[config.mk]
export PLATFORM = sky130hd
export DESIGN_NAME = rdw_cell
export DESIGN_NICKNAME = d
export VERILOG_FILES = /design/src/rdw_pkg.sv /design/src/rdw_cell.sv
export SDC_FILE = /design/constraint.sdc
export NUM_CORES = 1
export LEC_CHECK = 0
export BUFFER_PORTS_ARGS = -buffer_cell sky130_fd_sc_hd__buf_2
export CAP_MARGIN = 20
export CORE_AREA = 2 2 379 381
export CTS_BUF_LIST = sky130_fd_sc_hd__clkbuf_4 sky130_fd_sc_hd__clkbuf_8
export DETAILED_ROUTE_END_ITERATION = 12
export DIE_AREA = 0 0 381 383
export MAX_ROUTING_LAYER = met4
export PLACE_DENSITY = 0.3
export SLEW_MARGIN = 30
export SYNTH_ARGS = -nofsm -noshare
export SYNTH_HDL_FRONTEND = slang
export SYNTH_SLANG_ARGS = --single-unit
[constraint.sdc]
create_clock -name clk -period 2.3 [get_ports clk]
set_clock_uncertainty 0.05 [all_clocks]
set_input_delay 0.575 -clock clk [delete_from_list [all_inputs] [get_ports clk]]
set_output_delay 0.575 -clock clk [all_outputs]
set_load 0.02 [all_outputs]
[src/rdw_pkg.sv]
`timescale 1ns / 1ps
// ----------------------------------------------------------------------------
// rdw_pkg: shared types and constants for the replay dedup window
// Entry layout, per-cell match flags, verdict codes and controller states.
// ----------------------------------------------------------------------------
package rdw_pkg;

    localparam int DEFAULT_CAPACITY = 16;

    localparam int ID_W      = 64;
    localparam int DIG_W     = 64;
    localparam int WS_W      = 5;
    localparam int HELD_W    = 5;
    localparam int VERDICT_W = 3;

    localparam logic [WS_W-1:0] WS_RESET = WS_W'(16);

    typedef enum logic [VERDICT_W-1:0] {
        V_FRESH    = 3'd0,
        V_REPLAY   = 3'd1,
        V_CONFLICT = 3'd2,
        V_INVALID  = 3'd3,
        V_CLEARED  = 3'd4
    } verdict_t;

    typedef enum logic {
        ST_IDLE,
        ST_EVAL
    } state_t;

    typedef struct packed {
        logic [ID_W-1:0]  id;
        logic [DIG_W-1:0] d3;
        logic [DIG_W-1:0] d2;
        logic [DIG_W-1:0] d1;
        logic [DIG_W-1:0] d0;
    } entry_t;

    typedef struct packed {
        logic hit;
        logic same;
    } cell_flags_t;

endpackage

[src/rdw_cell.sv]
`timescale 1ns / 1ps
// ----------------------------------------------------------------------------
// rdw_cell: one slot of the window
// Holds one identifier with its digest, compares it against the incoming
// word and hands its entry to the next older slot on insert.
// ----------------------------------------------------------------------------
module rdw_cell
    import rdw_pkg::*;
(
    input  logic        clk,
    input  logic        rst_n,
    input  logic        capture,
    input  logic        shift,
    input  logic        live,
    input  entry_t      query,
    input  entry_t      prev_entry,
    output entry_t      entry,
    output cell_flags_t flags
);

    entry_t      entry_reg;
    cell_flags_t flags_reg;
    cell_flags_t flags_next;

    always_comb
    begin
        flags_next.hit  = live && (entry_reg.id == query.id);
        flags_next.same = flags_next.hit &&
                          (entry_reg.d0 == query.d0) && (entry_reg.d1 == query.d1) &&
                          (entry_reg.d2 == query.d2) && (entry_reg.d3 == query.d3);
    end

    always_ff @(posedge clk)
    begin
        if (shift)
        begin
            entry_reg <= prev_entry;
        end
    end

    always_ff @(posedge clk or negedge rst_n)
    begin
        if (!rst_n)
        begin
            flags_reg <= '0;
        end
        else if (capture)
        begin
            flags_reg <= flags_next;
        end
    end

    assign entry = entry_reg;
    assign flags = flags_reg;

endmodule

==> key figures, run 1 <==
Run status
  – Outcome: finished with violations
  – Failing checks: negative setup slack

Placed design
  – Gpl congestion: 0.840
  – Dpl hpwl: 89.5 mm
  – Cell area after placement: 22,500 um^2
  – DP Worst Slack: -1.00 ns
  – # port buffers: 966

Critical path
  – Setup CP Type: flip-flop to flip-flop
  – Ordered cell list for the critical path: nor2b_1, a2111o_2, nor4_4, nand4_1, or4_4, o32ai_2
  – Max FO, Critical Path: 3
  – Buf/Inv on CP: 0
  – Critical Path End Type: flip-flop
  – Family with the most delay on the worst path: simple AND/OR/NAND/NOR gates
  – Highest-delay cell along the critical path: a2111o_2
  – Reg2reg setup slack: -0.35 ns
  – CP peak stage delay: 0.58 ns
  – Worst Path Arrival: 3.26 ns
  – Worst Setup Start Kind: flip-flop
  – WP data required: 2.91 ns

Layout
  – Design area: 27,400 um^2
  – Final net count: 3,085
  – Area growth from synthesis to layout: 99.9%
  – Largest register FFs: 320
  – Share of cells above drive strength 1: 0.516

CTS
  – H-tree levels: 3
  – CTS Buf Count: 71
  – Clock Path Buffers: 3
  – CTS Root Cell: clkbuf_8
  – Clock sink count: 322
  – CTS tree: yes
  – Clock Latency Late Sink: 0.76 ns
  – Clock Pin Slew Worst Setup and Hold Paths: 0.06 ns

Floorplanning
  – Die Ht: 383 um
  – I/O Pins: 967
  – Std cell rows: 139
  – Die width: 381 um
  – Core area: 142,000 um^2
  – Full die area: 146,000 um^2
  – Effective utilization at floorplan: 0.0963

Power
  – Logic pwr share: 0.213
  – Pwr dens: 649 nW/um^2
  – Max rail drop VDD: 0.000366 V
  – Net Switching: 5430 uW
  – Switching Fraction: 0.305
  – Clk network pwr share: 0.369
  – Pint: 12,400 uW
  – Sequential group share of total power: 0.418
  – Lkg Pwr: 0.0116 uW

Global route
  – Maximum number of pins on one net before global-route repair: 78
  – Initial antenna violation count: 62
  – Vias in the first global route: 15.0k
  – Global route total overflow: 0
  – Total GRT Usage: 0.140
  – First-pass GRT wire length: 131 mm

Route
  – Final ANT Viol Nets: 0
  – WL/cell: 23.2 um
  – Vias: 13.8k
  – Via/cell ratio: 3.13
  – Routed wire length: 102 mm
  – Initial DRC Count: 444
  – Count of TritonRoute iterations in the first routing pass: 4
  – Residual DRC: 0

Yosys
  – Mapped Avg Cell Area: 15.5 um^2
  – Warnings, synthesis: 0
  – Synthesized area: 13,700 um^2
  – Seq/Total Area, Yosys: 0.705
  – Primary FF master, synth: edfxtp_1
  – Post-synthesis cell type count: 29
  – Number of synthesized flops with an enable pin: 320
  – Syn nets: 1,527
  – Flops & latches, synth: 322
  – Mapped Cells: 882
  – Ys async rst share: 0.00621

Timing
  – Fmax: 0.377 GHz
  – Slew @ Worst Pin: 0.884 ns
  – Worst hold slack: 0.119 ns
  – Period utilisation layout: 1.15
  – Slew headroom: 0.409
  – RSZ-0062 raised after global routing: yes
  – Final worst slack: -0.352 ns
  – Tmin final: 2.65 ns
  – Pins Over Slew Limit: 0
  – Final Hold Violating Endpoints: 0
  – Final setup viols: 1

Flow run
  – Max-cap violations: 0

Hold path
  – Hold Crit Class: primary input to flip-flop
-- synthesized netlist by cell type, drive strengths merged (3+ instances only) --
cell type,n,area (um^2)
edfxtp,320,9610
nor4,44,282
o2bb2ai,10,87.6
nand4,40,256
nand2b,31,194
a22o,9,78.8
inv,78,293
xnor2,121,1060
o22ai,24,150
a2111oi,8,70.1
or4,4,30.0
a2111o,15,169
xor2,90,788
o2111ai,11,96.3
nand3,3,15.0
nor2b,58,370
nor2,4,15.0
-- cell families (layout without fill, tap and decap cells) --
kind of cell,Yosys count,count (layout),share of synthesized area
muxes,1,1,0.000822
AOI/OAI and AO/OA,82,82,0.0512
other,0,24,0
and+or+nand+nor,188,188,0.0864
DFF,322,322,0.705
buffers and inverters,78,1682,0.0214
xor gates and xnor gates,211,211,0.135
-- metal layers --
| metal | global-route usage | up-vias | share of wire | wire length, um |
|---|---|---|---|---|
| li1 | - | 6498 | - | - |
| met1 | 0.159 | 6534 | 0.41 | 41600 |
| met2 | 0.239 | 645 | 0.50 | 51100 |
| met3 | 0.0414 | 154 | 0.073 | 7480 |
| met4 | 0.0340 | 0 | 0.020 | 2090 |
| met5 | - | - | 0 | 0 |
-- metrics by stage --
stage | setup TNS [ns] | std cells | util | total power [uW]
finish | -0.352 | 4413 | 0.192 | 17800
global route | -0.502 | 4405 | 0.192 | 18700
CTS | -0.764 | 4384 | 0.192 | 18300
detailed placement | -1.01 | 3938 | 0.158 | 10900
global placement | -1.39 | 3938 | 0.158 | 10900
floorplan | 0 | 882 | - | 8570
-- final timing paths --
kind,endpoint,cells after the start,start
max,flags[0]$_DFFE_PN0P_,6,entry[141]$_DFFE_PP_
min,entry[294]$_DFFE_PP_,1,shift
max reg2reg,flags[0]$_DFFE_PN0P_,6,entry[141]$_DFFE_PP_
min reg2reg,flags[1]$_DFFE_PN0P_,1,flags[1]$_DFFE_PN0P_
max in group asynchronous,flags[0]$_DFFE_PN0P_,2,rst_n
min in group asynchronous,flags[1]$_DFFE_PN0P_,2,rst_n
-- power by group through the flow --
stage | Combinational (uW) | Clock, uW | Sequential, uW
floorplan | 599 | 0 | 7970
global placement | 3350 | 0 | 7580
detailed placement | 3340 | 0 | 7580
CTS | 3870 | 6950 | 7460
global route | 4070 | 7130 | 7500
finish | 3790 | 6560 | 7440
-- cell type report --
cell class | count | area (um^2)
Tap cell | 1903 | 2380
Antenna cell | 24 | 60.1
Clock inverter | 28 | 219
Multi-Input combinational cell | 482 | 3800
Clock buffer | 91 | 1140
Sequential cell | 322 | 9660
Inverter | 78 | 293
Timing Repair Buffer | 1485 | 9830
Fill cell | 16000 | 115000
-- placed cells by master, fill, tap and decap left out, types with 3 or more instances in the layout --
| cell | Yosys | final |
|---|---|---|
| diode_2 | 0 | 24 |
| clkbuf_4 | 0 | 18 |
| a2111oi_0 | 8 | 4 |
| clkinv_2 | 0 | 5 |
| xor2_1 | 90 | 90 |
| a2111oi_2 | 0 | 3 |
| inv_1 | 78 | 78 |
| bufinv_16 | 0 | 3 |
| o22ai_1 | 24 | 24 |
| a2111o_1 | 15 | 14 |
| o2111ai_1 | 11 | 11 |
| nor4_1 | 43 | 41 |
| edfxtp_1 | 320 | 320 |
| nand3_1 | 3 | 3 |
| a22o_1 | 9 | 9 |
| dlygate4sd3_1 | 0 | 322 |
| nor2b_1 | 57 | 56 |
| buf_12 | 0 | 15 |
| clkbuf_8 | 0 | 73 |
| nand2b_1 | 31 | 31 |
| buf_6 | 0 | 17 |
| nor2_1 | 4 | 4 |
| buf_4 | 0 | 176 |
| buf_2 | 0 | 954 |
| xnor2_1 | 121 | 121 |
| o2bb2ai_1 | 10 | 9 |
| clkinv_1 | 0 | 15 |
| nand4_1 | 39 | 39 |
-- repair_timing --
action                                 in CTS  in global routing
hold buffers                              322                  0
setup buffers                               8                  7
setup endpoints to repair                  16                  4
endpoints found under the hold margin     323                  0
gates resized for setup                    27                  8
pin swaps                                   1                  3
(Power assumes the default switching activity.)
==> run 2: changes to the inputs <==
--- a/config.mk
+++ b/config.mk
@@ -7,12 +7,14 @@
 export LEC_CHECK = 0
 export BUFFER_PORTS_ARGS = -buffer_cell sky130_fd_sc_hd__buf_2
 export CAP_MARGIN = 20
+export CELL_PAD_IN_SITES_DETAIL_PLACEMENT = 0
+export CELL_PAD_IN_SITES_GLOBAL_PLACEMENT = 2
 export CORE_AREA = 2 2 379 381
 export CTS_BUF_LIST = sky130_fd_sc_hd__clkbuf_4 sky130_fd_sc_hd__clkbuf_8
 export DETAILED_ROUTE_END_ITERATION = 12
 export DIE_AREA = 0 0 381 383
 export MAX_ROUTING_LAYER = met4
-export PLACE_DENSITY = 0.3
+export PLACE_DENSITY = 0.41
 export SLEW_MARGIN = 30
 export SYNTH_ARGS = -nofsm -noshare
 export SYNTH_HDL_FRONTEND = slang
==> run 2 against run 1 <==
The flow still finishes with violations (negative setup slack). Non-clock buffer count increased by 41. Utilization up 0.70 points. First-iteration DRC count rose by 24%. Clock power up 13%. Count of clock-buffer cells in the layout grew 8. Register-to-register slack gained 0.05 ns. Sequential power increased by 0.8%. Maximum frequency increased by 1.9%. Via count grew 4.2%. Critical endpoint unchanged. Largest power group unchanged.
==> key figures, run 2 (synthesis gave the netlist of run 1 again) <==
Power
  – Power Total: 18,900 uW
  – Lkg Pwr: 0.0120 uW
  – Pwr dens: 666 nW/um^2
  – Max rail drop VDD: 0.000422 V

Global route
  – Vias in the first global route: 15.7k
  – Maximum number of pins on one net before global-route repair: 77
  – First-pass GRT wire length: 141 mm
  – Total GRT Usage: 0.150
  – Global route total overflow: 0
  – Initial antenna violation count: 81

Floorplanning
  – I/O Pins: 967
  – Std cell rows: 139
  – Full die area: 146,000 um^2
  – Effective utilization at floorplan: 0.0963
  – Die Ht: 383 um
  – Core area: 142,000 um^2
  – Die width: 381 um

Layout
  – Share of cells above drive strength 1: 0.529
  – Final net count: 3,130
  – Footprint of the multi-input gates: 3850 um^2
  – Fill cells: 15.9k
  – Area growth from synthesis to layout: 107%
  – Leading cell type in the layout, fill and taps excluded: buf_2
  – Most frequent cells in the layout: buf_2 (904), dlygate4sd3_1 (321), edfxtp_1 (320)
  – Design area: 28,400 um^2
  – Sequential cell area: 9660 um^2
  – Largest register FFs: 320

Critical path
  – Worst Path Arrival: 3.22 ns
  – Family with the most delay on the worst path: simple AND/OR/NAND/NOR gates
  – CP peak stage delay: 0.52 ns
  – Buf/Inv on CP: 2
  – Max FO, Critical Path: 2
  – Ordered cell list for the critical path: xnor2_1, nand4_1, nor4_2, buf_4, nand4_1, buf_4, or4_4, o32ai_2
  – Worst Setup Start Kind: flip-flop
  – Highest-delay cell along the critical path: or4_4
  – Critical Path End Type: flip-flop
  – Setup CP Type: flip-flop to flip-flop
  – WP data required: 2.92 ns

CTS
  – CTS Root Cell: clkbuf_8
  – CTS Buf Count: 75
  – Clock Path Buffers: 3
  – Clock Pin Slew Worst Setup and Hold Paths: 0.06 ns
  – H-tree levels: 3
  – Clock sink count: 322
  – CTS tree: yes
  – Clock Latency Late Sink: 0.78 ns

Timing
  – Slew @ Worst Pin: 0.638 ns
  – Fmax: 0.384 GHz
  – Final setup viols: 2
  – Final Hold Violating Endpoints: 0
  – RSZ-0062 raised after global routing: yes
  – Period utilisation layout: 1.13
  – Final worst slack: -0.303 ns
  – Pins Over Slew Limit: 0
  – Tmin final: 2.60 ns
  – Slew headroom: 0.574

Run status
  – Outcome: finished with violations
  – Failing checks: negative setup slack

Route
  – Initial DRC Count: 550
  – Residual DRC: 0
  – Final ANT Viol Nets: 0
  – Routed wire length: 110 mm
  – Vias: 14.4k
  – WL/cell: 24.6 um
  – Via/cell ratio: 3.23
  – Count of TritonRoute iterations in the first routing pass: 4

Flow run
  – Max-cap violations: 0

Placed design
  – Gpl congestion: 0.954
  – DP Worst Slack: -0.872 ns
  – Dpl hpwl: 95.7 mm
  – Cell area after placement: 22,700 um^2
  – # port buffers: 966

Hold path
  – Hold Crit Class: primary input to async pin
[run 2: cell count changes in the layout (fill, tap and decap cells not counted), sizes merged]
cell,before,now
buf,1163,1205
bufinv,3,6
clkbuf,91,99
clkinvlp,1,2
diode,24,25
dlygate4sd3,322,321
inv,82,83
[run 2: metal layers]
metal	wire, um	up-vias	global-route usage
met4	2620	0	0.0339
met2	53300	696	0.248
met5	0	-	-
met3	7370	191	0.0477
met1	46500	6937	0.177
li1	-	6592	-
[run 2: through the flow]
step / util / hold WS, ns / cells / TNS [ns]
final: 0.200 / 0.149 / 4468 / -0.316
after global routing: 0.199 / 0.0656 / 4465 / -1.19
after CTS: 0.199 / 0.0349 / 4444 / -1.96
after detailed placement: 0.160 / 0.323 / 3971 / -1.04
after global placement: 0.160 / 0.326 / 3971 / -1.06
after floorplan: - / 0.229 / 882 / 0
[run 2: timing repair]
action,in CTS,in global routing
gates cloned,0,0
gates resized for setup,171,22
pin swaps,4,2
endpoints found under the hold margin,322,0
hold buffers,321,0
buffers inserted,40,9
setup endpoints to repair,66,27
[run 2: worst paths after layout]
check,endpoint,cells past startpoint,from,slack [ns]
min reg2reg,flags[1]$_DFFE_PN0P_,1,flags[1]$_DFFE_PN0P_,0.46
max,flags[0]$_DFFE_PN0P_,8,entry[276]$_DFFE_PP_,-0.30
min in group clk,flags[0]$_DFFE_PN0P_,3,capture,0.16
max in group asynchronous,flags[0]$_DFFE_PN0P_,2,rst_n,1.93
max reg2reg,flags[0]$_DFFE_PN0P_,8,entry[276]$_DFFE_PP_,-0.30
min,flags[1]$_DFFE_PN0P_,2,rst_n,0.15
[run 2: final cells by class]
class | instances | area share
multi-input cells | 482 | 0.136
diodes | 25 | 0.00220
flip-flops and latches | 322 | 0.340
well taps | 1903 | 0.0839
inverters | 78 | 0.0103
repair buffers | 1526 | 0.372
clock buffers | 99 | 0.0427
clock inverters | 33 | 0.0126
[run 2: power by group]
group / total, uW / internal, uW / switching [uW] / leakage, uW
clock: 7410 / 4150 / 3260 / 0.000817
combinational: 4000 / 1960 / 2040 / 0.00806
sequential: 7500 / 7010 / 497 / 0.00316
total: 18900 / 13100 / 5800 / 0.0120
==> run 3: changes to the inputs <==
==> constraint.sdc (replaced) <==
create_clock -name clk -period 2.43 [get_ports clk]
set_clock_uncertainty 0.05 [all_clocks]
set_input_delay 0.6075 -clock clk [delete_from_list [all_inputs] [get_ports clk]]
set_output_delay 0.6075 -clock clk [all_outputs]
set_load 0.02 [all_outputs]
==> run 3 against run 2 <==
The run still ends with negative setup slack left. Utilization down 0.64 points. Flip-flop and latch count unchanged. Critical path depth down 1. Wire length up 2.8%. Via count down 0.52%. Final area down 3.2%. Setup slack better by 0.079 ns. Largest cell class unchanged. Largest power group unchanged.
==> key figures, run 3 (synthesis gave the netlist of run 1 again) <==
Run status
  – Outcome: finished with violations
  – Failing checks: negative setup slack

Critical path
  – CP peak stage delay: 0.47 ns
  – WP data required: 3.01 ns
  – Setup CP Type: flip-flop to flip-flop
  – Ordered cell list for the critical path: xnor2_1, nand4_1, nor4_4, nand4_1, buf_4, or4_4, o32ai_2
  – Worst Path Arrival: 3.24 ns
  – Reg2reg end: flags[0]$_DFFE_PN0P_
  – Reg2reg setup slack: -0.22 ns
  – Crit path top cell by count: nand4_1
  – RR Startpoint: entry[212]$_DFFE_PP_
  – Highest-delay cell along the critical path: nor4_4
  – R2r worst-path depth: 7
  – Critical Path End Type: flip-flop
  – Max FO, Critical Path: 2
  – Worst Setup Start Kind: flip-flop

Placed design
  – # port buffers: 966
  – Cell area after placement: 22,700 um^2
  – Dpl hpwl: 100 mm
  – DP Worst Slack: -0.743 ns
  – Gpl congestion: 0.924

CTS
  – H-tree levels: 3
  – Clock Latency Late Sink: 0.74 ns
  – Clock Path Buffers: 3
  – Clock sink count: 322
  – CTS tree: yes
  – CTS Root Cell: clkbuf_8
  – Clock Pin Slew Worst Setup and Hold Paths: 0.06 ns
  – CTS Buf Count: 72

Floorplanning
  – Core area: 142,000 um^2
  – Std cell rows: 139
  – Die Ht: 383 um
  – Full die area: 146,000 um^2
  – I/O Pins: 967
  – Die width: 381 um
  – Effective utilization at floorplan: 0.0963

Route
  – Met3 wire length: 6.55 mm
  – Via/cell ratio: 3.23
  – Initial DRC Count: 579
  – Vias: 14.3k
  – Residual DRC: 0
  – M1 WL: 47.6 mm
  – WL met2: 55.8 mm
  – Highest Signal Layer: met4
  – WL/cell: 25.4 um
  – Count of TritonRoute iterations in the first routing pass: 4
  – Routed wire length: 113 mm
  – Final ANT Viol Nets: 0

Global route
  – Vias in the first global route: 15.6k
  – Global route total overflow: 0
  – Total GRT Usage: 0.154
  – Maximum number of pins on one net before global-route repair: 56
  – First-pass GRT wire length: 143 mm
  – Initial antenna violation count: 87

Timing
  – Slew headroom: 0.445
  – Final Hold Violating Endpoints: 0
  – Final worst slack: -0.224 ns
  – Tmin final: 2.65 ns
  – Slew @ Worst Pin: 0.832 ns
  – RSZ-0062 raised after global routing: yes
  – Period utilisation layout: 1.09
  – Setup TNS: -0.224 ns
  – Fmax: 0.377 GHz
  – Final setup viols: 1
  – Pins Over Slew Limit: 0

Power
  – Lkg Pwr: 0.0116 uW
  – Pwr dens: 611 nW/um^2
  – Max rail drop VDD: 0.000355 V
  – Power Total: 16,800 uW

Layout
  – Share of cells above drive strength 1: 0.523
  – Largest register FFs: 320
  – Area growth from synthesis to layout: 101%
  – Leading cell type in the layout, fill and taps excluded: buf_2
  – Design area: 27,500 um^2
  – Final net count: 3,105
  – Finished Core Util: 0.193
  – Most frequent cells in the layout: buf_2 (963), dlygate4sd3_1 (321), edfxtp_1 (320)

Flow run
  – Max-cap violations: 0

Hold path
  – Hold Startpoint: shift
  – Hold Path Depth: 1
  – Hold Crit Class: primary input to flip-flop
  – Hold Path End: entry[286]$_DFFE_PP_
[run 3: changes by cell type in the layout (fill, tap and decap cells not counted), sizes merged]
cell,previous run,this run
buf,1205,1183
clkbuf,99,92
bufinv,6,2
diode,25,24
inv,83,80
clkinvlp,2,6
[run 3: area by class of cell]
| type | instances | area, um^2 |
|---|---|---|
| antenna | 24 | 60.1 |
| clock buffer | 92 | 1140 |
| clock inverter | 30 | 214 |
| fill | 16000 | 115000 |
| inverter | 78 | 293 |
| multi-input combinational | 482 | 3880 |
| sequential | 322 | 9660 |
| tap | 1903 | 2380 |
| timing repair buffer | 1504 | 9840 |
[run 3: per-layer routing]
metal / GRT usage / vias to the layer above
met4: 0.0489 / 0
met3: 0.0368 / 217
met2: 0.256 / 704
li1: - / 6526
met1: 0.182 / 6894
met5: - / -
[run 3: power breakdown]
group / total, uW / switching (uW) / internal [uW]
Clock: 6070 / 2800 / 3270
Sequential: 7120 / 482 / 6630
Combinational: 3610 / 1920 / 1690
Total: 16800 / 5200 / 11600
[run 3: critical path: cells and delay by family, from the launching register on]
| family | cells | cell delay, ns |
|---|---|---|
| and+or+nand+nor | 4 | 1.39 |
| DFF | 1 | 0.43 |
| xor gates and xnor gates | 1 | 0.33 |
| AOI/OAI and AO/OA | 1 | 0.20 |
| buffers and inverters | 1 | 0.17 |
[run 3: metrics by stage]
stage | instances | hold WS (ns)
floorplan | 882 | 0.262
global placement | 3963 | 0.359
detailed placement | 3963 | 0.354
CTS | 4411 | 0.0366
global route | 4428 | 0.0771
finish | 4435 | 0.171
[run 3: worst max path at each step]
stage                               from  slack (ns)  cells past startpoint              endpoint
floorplan                     query[104]        0.09                      6  flags[0]$_DFFE_PN0P_
global placement              query[212]       -0.83                      8  flags[0]$_DFFE_PN0P_
detailed placement            query[212]       -0.74                      8  flags[0]$_DFFE_PN0P_
CTS                 entry[286]$_DFFE_PP_       -0.23                      7  flags[0]$_DFFE_PN0P_
global route        entry[308]$_DFFE_PP_       -0.32                      7  flags[0]$_DFFE_PN0P_
finish              entry[212]$_DFFE_PP_       -0.22                      7  flags[0]$_DFFE_PN0P_
[run 3: what timing repair did]
item	in CTS	in global routing
hold buffers	321	0
setup buffers	5	0
pin swaps	7	2
endpoints found under the hold margin	322	0
setup endpoints to repair	5	1
resized for setup	20	3
